### config.mk
export PLATFORM = sky130hd
export DESIGN_NAME = rc4_perm_ram
export DESIGN_NICKNAME = d
export VERILOG_FILES = /design/src/hw/rtl/rc4_stream_cipher_macros.svh /design/src/hw/rtl/rc4_pkg.sv /design/src/hw/rtl/rc4_perm_ram.sv
export SDC_FILE = /design/constraint.sdc
export NUM_CORES = 2
export LEC_CHECK = 0
export ABC_AREA = 0
export BUFFER_PORTS_ARGS = -buffer_cell sky130_fd_sc_hd__buf_4
export CORE_ASPECT_RATIO = 0.8
export CORE_UTILIZATION = 48
export CTS_CLUSTER_SIZE = 28
export DETAILED_ROUTE_END_ITERATION = 16
export GPL_TIMING_DRIVEN = 0
export MAX_ROUTING_LAYER = met4
export PLACE_DENSITY = 0.65
export RECOVER_POWER = 100
export SYNTH_ARGS = -nofsm -noshare
export SYNTH_HDL_FRONTEND = slang
export SYNTH_SLANG_ARGS = --single-unit
### constraint.sdc
create_clock -name clk_i -period 3.87 [get_ports clk_i]
set_input_delay 0.1935 -clock clk_i [delete_from_list [all_inputs] [get_ports clk_i]]
set_output_delay 0.1935 -clock clk_i [all_outputs]
set_load 0.02 [all_outputs]
### src/hw/rtl/rc4_stream_cipher_macros.svh
// Assertion macros shared by the RC4 cipher RTL.
// Needs clk_i and rst_ni in the scope where a macro is used.
`ifndef RC4_STREAM_CIPHER_MACROS_SVH
`define RC4_STREAM_CIPHER_MACROS_SVH

`ifndef ASSERT_OFF
// Property checked on every clock edge outside reset.
`define RC4_ASSERT(lbl, prop, msg) \
  lbl: assert property (@(posedge clk_i) disable iff (!rst_ni) (prop)) else $error(msg);
// The consequent must hold in the cycle after the antecedent.
`define RC4_ASSERT_NEXT(lbl, ante, cons, msg) \
  lbl: assert property (@(posedge clk_i) disable iff (!rst_ni) (ante) |=> (cons)) \
    else $error(msg);
`else
`define RC4_ASSERT(lbl, prop, msg)
`define RC4_ASSERT_NEXT(lbl, ante, cons, msg)
`endif

`endif

### src/hw/rtl/rc4_pkg.sv
// Package for the RC4 stream cipher: sizes, sequencer step codes,
// the microcode table and the permutation memory request type. No dependencies.
package rc4_pkg;

  localparam int unsigned KEY_MAX    = 256;
  localparam int unsigned KEY_AW     = (KEY_MAX > 1) ? $clog2(KEY_MAX) : 1;
  localparam int unsigned KEY_CW     = $clog2(KEY_MAX + 1);
  localparam logic [KEY_CW-1:0] KEY_MAX_CNT = KEY_CW'(KEY_MAX);
  localparam int unsigned PERM_DEPTH = 256;
  localparam int unsigned PERM_AW    = 8;

  typedef enum logic [3:0] {
    STEP_IDLE,
    STEP_P_INC,
    STEP_P_RDI,
    STEP_P_WRI,
    STEP_P_WRJ,
    STEP_P_RDK,
    STEP_P_EMIT,
    STEP_K_INIT,
    STEP_K_RDI,
    STEP_K_MIX,
    STEP_K_WRI,
    STEP_K_WRJ,
    STEP_K_DONE
  } step_e;

  typedef enum logic [1:0] {RA_I, RA_I_INC, RA_MIX, RA_SUM_AB} raddr_e;
  typedef enum logic [1:0] {I_HOLD, I_CLEAR, I_INC} i_op_e;
  typedef enum logic [1:0] {J_HOLD, J_CLEAR, J_MIX} j_op_e;
  typedef enum logic [1:0] {WR_NONE, WR_I_RD, WR_J_A} wr_e;
  typedef enum logic [1:0] {JMP_NEXT, JMP_IDLE, JMP_LOOP} jmp_e;

  typedef struct packed {
    raddr_e raddr;
    i_op_e  i_op;
    j_op_e  j_op;
    wr_e    wr;
    logic   load_a;
    logic   load_b;
    logic   use_key;
    logic   clr_perm;
    logic   kp_clear;
    logic   clr_count;
    logic   emit;
    jmp_e   jmp;
    step_e  target;
  } ucode_t;

  typedef struct packed {
    logic               clr;
    logic               we;
    logic [PERM_AW-1:0] waddr;
    logic [7:0]         wdata;
    logic [PERM_AW-1:0] raddr;
  } perm_req_t;

  // Control store. Each read issued in one step returns its data in the next.
  function automatic ucode_t ucode_rom(step_e s);
    ucode_t w;
    w = '0;
    unique case (s)
      STEP_IDLE: w.jmp = JMP_IDLE;
      STEP_P_INC: begin
        w.raddr = RA_I_INC;
        w.i_op  = I_INC;
      end
      STEP_P_RDI: begin
        w.load_a = 1'b1;
        w.j_op   = J_MIX;
        w.raddr  = RA_MIX;
      end
      STEP_P_WRI: begin
        w.load_b = 1'b1;
        w.wr     = WR_I_RD;
      end
      STEP_P_WRJ: w.wr = WR_J_A;
      STEP_P_RDK: w.raddr = RA_SUM_AB;
      // The keystream read is repeated so its data survives an output stall.
      STEP_P_EMIT: begin
        w.raddr = RA_SUM_AB;
        w.emit  = 1'b1;
        w.jmp   = JMP_IDLE;
      end
      STEP_K_INIT: begin
        w.clr_perm = 1'b1;
        w.i_op     = I_CLEAR;
        w.j_op     = J_CLEAR;
        w.kp_clear = 1'b1;
      end
      STEP_K_RDI: w.raddr = RA_I;
      STEP_K_MIX: begin
        w.load_a  = 1'b1;
        w.j_op    = J_MIX;
        w.use_key = 1'b1;
        w.raddr   = RA_MIX;
      end
      STEP_K_WRI: begin
        w.load_b = 1'b1;
        w.wr     = WR_I_RD;
      end
      STEP_K_WRJ: begin
        w.wr     = WR_J_A;
        w.i_op   = I_INC;
        w.jmp    = JMP_LOOP;
        w.target = STEP_K_RDI;
      end
      STEP_K_DONE: begin
        w.i_op      = I_CLEAR;
        w.j_op      = J_CLEAR;
        w.clr_count = 1'b1;
        w.jmp       = JMP_IDLE;
      end
      default: w.jmp = JMP_IDLE;
    endcase
    return w;
  endfunction

endpackage

### src/hw/rtl/rc4_perm_ram.sv
// Permutation memory of the RC4 cipher: 256 bytes, one write and one read
// per cycle, registered read. Depends on rc4_pkg.
module rc4_perm_ram (
  input  logic                           clk_i,
  input  logic                           rst_ni,
  input  rc4_pkg::perm_req_t             req_i,
  output logic [7:0]                     rdata_o
);

  logic [7:0]                       mem_q [rc4_pkg::PERM_DEPTH];
  logic [rc4_pkg::PERM_DEPTH-1:0]   valid_q;
  logic [7:0]                       rd_q;
  logic                             rd_valid_q;
  logic [rc4_pkg::PERM_AW-1:0]      rd_addr_q;

  // An entry not written since the last clear holds its own address.
  always_ff @(posedge clk_i or negedge rst_ni) begin
    if (!rst_ni) begin
      valid_q <= '0;
    end else if (req_i.clr) begin
      valid_q <= '0;
    end else if (req_i.we) begin
      valid_q[req_i.waddr] <= 1'b1;
    end
  end

  always_ff @(posedge clk_i) begin
    if (req_i.we) begin
      mem_q[req_i.waddr] <= req_i.wdata;
    end
    rd_q       <= mem_q[req_i.raddr];
    rd_valid_q <= valid_q[req_i.raddr];
    rd_addr_q  <= req_i.raddr;
  end

  assign rdata_o = rd_valid_q ? rd_q : rd_addr_q;

endmodule

== Yosys cells after proc, flatten, opt, wreduce, memory -nomap -nowiden ==
Memory sizes are Yosys's and may differ from the RTL's. A register that Yosys moved wholly into a read port is not among the register bits.
Index checks and enable logic that the tools add are counted.
Storage, ports and cells
  bits in registers: 265
  RAM bits: 2048
  bits of input ports: 28
  memories kept: 1
Operators by class
  magnitude comparators: 3
  muxes and demuxes: 9
  bitwise gates (word level): 1
  reductions and logical operators: 2
Memories
  mem_q: depth 256, bits a word 8, rd ports 1, clocked after memory_dff 1, wr ports 1, RTL line rc4_perm_ram.sv:10  | logic [7:0] mem_q [rc4_pkg::PERM_DEPTH];
Operator list (count)
  two-way mux 256 bit: 2
  bitwise OR 256 bit: 1
  < comparator 8 x 9 -> 1 bit (second input constant): 2
  binary-select mux 1 bit (select 8 bit): 1
  demux 1 bit (select 8 bit): 1
  >= comparator 8 x 1 -> 1 bit (second input constant): 1
  two-way mux 8 bit: 1
  two-way mux 1 bit: 4
  nonzero test 2 bit: 1
  logical AND 1 bit: 1

== Longest topological paths before layout ==
  depth in word-level cells: 7
  gate-level depth with buffers: 13
  gate-level depth less buffers: 7

== Worst setup path before layout ==
No wires, ideal clock.
  path type: input to register
  start: input req_i[0] (netlist name)
  end: register rd_q[3] (read register of mem_q)
  library setup time: 0.129 ns
  arrival: 2.160 ns
  data required time: 3.741 ns
  setup slack: 1.582 ns
  stages: 8
  buffers on the path: 4
  cells stage by stage: buf_6 > buf_12 > buf_6 > buf_4 > mux4_2 > mux4_2 > a221oi_1 > a211oi_1
RTL lines
  start: declaration: RTL line rc4_perm_ram.sv:6  | input rc4_pkg::perm_req_t req_i,
  end: declaration: RTL line rc4_perm_ram.sv:12  | logic [7:0] rd_q;

==> impl_metrics.yaml <==
route:
  wl_mm: 372.7
  vias: 56891
  drt_iter0_drc: 12503
  final_antenna_net_count: 0
  routedWlPerCell_um: 46.76
  remaining_drc_errors: 0
  dr.pass1.iters: 9
  viasPerCell: 7.137
power_and_ir_drop:
  ir_worst_vdd_mv: 0.3833
  p_per_area_nw_per_um2: 512.6
  leakage_nw: 34.02
die:
  io_pins: 36
  dieArea_um2: 192000
  core_area_um2: 188200
  start_util_pct: 48.53
  dieHeight_um: 392.1
  die-width_um: 489.6
  rows: 142
synthesis:
  syn-mean-instance-area_um2: 18.55
  synthSimpleGateAreaFrac_pct: 5.015
  synth_nets: 4951
  async_reset_ff_share_pct: 11.03
  yosysWarningCount: 0
  synth_top_family_by_area: "multiplexers"
  synth-seq-cells: 2321
  ys.flop_type: "edfxtp_1"
  synth_edf_count: 2048
  synthAdderAreaFrac_pct: 0
  ys_seq_area_share_pct: 74.74
  synthTopCellsByArea: "edfxtp_1 (67%), mux4_2 (12%), dfrtp_1 (7.0%), nor2_1 (3.1%), mux2i_1 (3.0%)"
  synth.area.mux_share_pct: 15.00
  netlist_area_um2: 91310
  yosys.area_share.xor_xnor_pct: 0
  synth_compound_area_share_pct: 3.259
  ys_types: 69
  yosysTopAreaCell: "edfxtp_1"
  synthCells: 4923
  yosys.area.top_type_share_pct: 67.35
timing:
  rsz0062_at_grt: "yes"
  fin_ws_ns: -0.5296
  whs_ns: 0.02405
  fmax_mhz: 227.3
  setup_viol: 9
  min_period_ns: 4.400
  slew_headroom_pct: -147.6
  final-max-slew-violation-count: 1216
  tightest_slew_ns: 3.714
  fin_crit_sh_pct: 113.7
  hold_viol_final: 0
  finClkSkew_ns: 0.04691
place:
  place_congestion: 1.063
  numPortBuffers: 29
  placed_cell_area_um2: 95480
  dpl.cell_count: 7501
  hpwl_mm: 244.7
  place_worst_setup_slack_ns: -1.938
clock_tree:
  postCtsSetupBuffers: 0
  path_clk_slew_ns: 0.07
  clock_sinks: 2321
  ctsLongestPathBuffers: 3
  clk_root_buffer_cell: "clkbuf_16"
  cts_max_level: 4
  cts_buffers: 211
  cts_tree: "done"
  clk-insertion-delay-late_ns: 0.90
critical_path:
  startpoint_type: "input pin"
  crit_arrival_ns: 5.18
  worst_path_most_repeated_cell: "buf_2"
  required_ns: 4.65
  path_cells: "buf_4 -> buf_2 -> buf_2 -> inv_1 -> buf_2 -> clkbuf_2 -> a21oi_1 -> nor3_1 -> nor4_4 -> a41oi_1 -> and3_1"
  critPathMaxStageDelay_ns: 0.99
  cp_slowest_cell: "clkbuf_2"
  crit_fanout: 12
  crit_type: "in2reg"
  endpoint_kind: "register"
global_routing:
  grt_max_degree: 154
  grt_remaining_overflow: 0
  grt_first_pass_wirelength_mm: 482.9
  grt_antenna_before_repair: 47
  grt_usage_pct: 40.30
  grt_pass1_vias: 50904
layout:
  final_cell_mix: "edfxtp_1 (2048), nor2_1 (754), mux4_2 (469)"
  mostFrequentLayoutCell: "edfxtp_1"
  syn_to_final_growth_pct: 12.49
  nets: 5244
  fin_area_um2: 102700
  final_cells: 7971
  drive_above_1_share_pct: 20.13
  n_fill_cell: 14571
run_status:
  outcome: "finished with violations"
  violations: "capacitance limit, slew limit, setup timing"
min_path:
  hp-class: "in2reg"
flow_run:
  cap_violations: 39
critical path: cells and delay by family:
kind | cells | cell delay, ns
AOI/OAI and AO/OA | 2 | 0.58
buffers and inverters | 6 | 2.94
and+or+nand+nor | 3 | 1.38
per-layer routing:
layer / GRT usage [%] / vias up / wire, um
li1: - / 20237 / -
met1: 52.24 / 29734 / 132900
met2: 49.94 / 5831 / 145600
met3: 22.39 / 1089 / 71640
met4: 20.38 / 0 / 22560
met5: - / - / 0
cell families (layout without fill, tap and decap cells):
| group | count (synthesis) | after routing |
|---|---|---|
| compound gates | 409 | 409 |
| buf+inv | 301 | 778 |
| flops | 2321 | 2321 |
| mux | 775 | 775 |
| other cells | 0 | 51 |
| simple gates | 1117 | 1117 |
cells in the mapped netlist, drive strengths merged (12+ instances only):
cell and number:
nor2b 17, a21oi 64, nand2 174, a31oi 20, nand4 20, edfxtp 2048
a221oi 18, nor3 24, mux2i 276, mux4 471, clkbuf 142, nor2 755
o21ba 30, and3 15, o221ai 80, dfrtp 256, buf 154, mux2 28
o22ai 70, a22oi 12, nand3 68, o21ai 42, dfxtp 17
power by group:
| part | switching [mW] | internal [mW] | total (mW) | leakage [nW] |
|---|---|---|---|---|
| clock | 9.63 | 11.7 | 21.3 | 3.37 |
| sequential | 0.0197 | 27.3 | 27.4 | 22.1 |
| combinational | 2.99 | 0.956 | 3.95 | 8.52 |
| total | 12.6 | 40.0 | 52.7 | 34.0 |
stage by stage:
stage / utilization (%) / setup TNS [ns] / power, mW
after floorplan: - / 0 / 29.31
after detailed placement: 50.74 / -13.77 / 31.52
final: 54.59 / -3.090 / 52.65
after global routing: 54.56 / -0.1240 / 53.19
after CTS: 54.61 / -0.02480 / 52.13
after global placement: 50.32 / -22.93 / 31.43
cell type report:
class / instances / area [um^2] / area share, %
Multi-Input combinational cell: 2301 / 21360 / 20.79
Buffer: 291 / 1917 / 1.866
Sequential cell: 2321 / 68250 / 66.44
Timing Repair Buffer: 85 / 994.7 / 0.9684
Antenna cell: 51 / 127.6 / 0.1242
Tap cell: 2520 / 3153 / 3.070
Inverter: 5 / 18.77 / 0.01827
Clock inverter: 78 / 743.2 / 0.7236
Clock buffer: 319 / 6156 / 5.993
timing repair:
action / in CTS / in global routing
resized for setup: 46 / 16
hold buffers: 24 / 0
endpoints found under the hold margin: 816 / 0
endpoints found under the setup margin: 9 / 6
flip-flops by register name, summed over array words and instances, names as in the netlist:
signal	cells
mem_q	2048
valid_q	256
rd_valid_q	1
rd_addr_q	8
rd_q	8
worst paths after layout:
path                              start           end  slack [ns]  depth (start not counted)
setup / recovery               req_i[2]       rd_q[0]       -0.53                         11
hold / removal                 req_i[2]  rd_addr_q[2]        0.02                          2
setup reg to reg           mem_q[74][5]       rd_q[5]        0.21                          7
hold reg to reg             valid_q[44]   valid_q[44]        0.49                          2
max in group asynchronous        rst_ni  valid_q[153]        0.44                          4
min in group asynchronous        rst_ni  valid_q[241]        0.43                          3
Power figures use the tool's default switching activity.
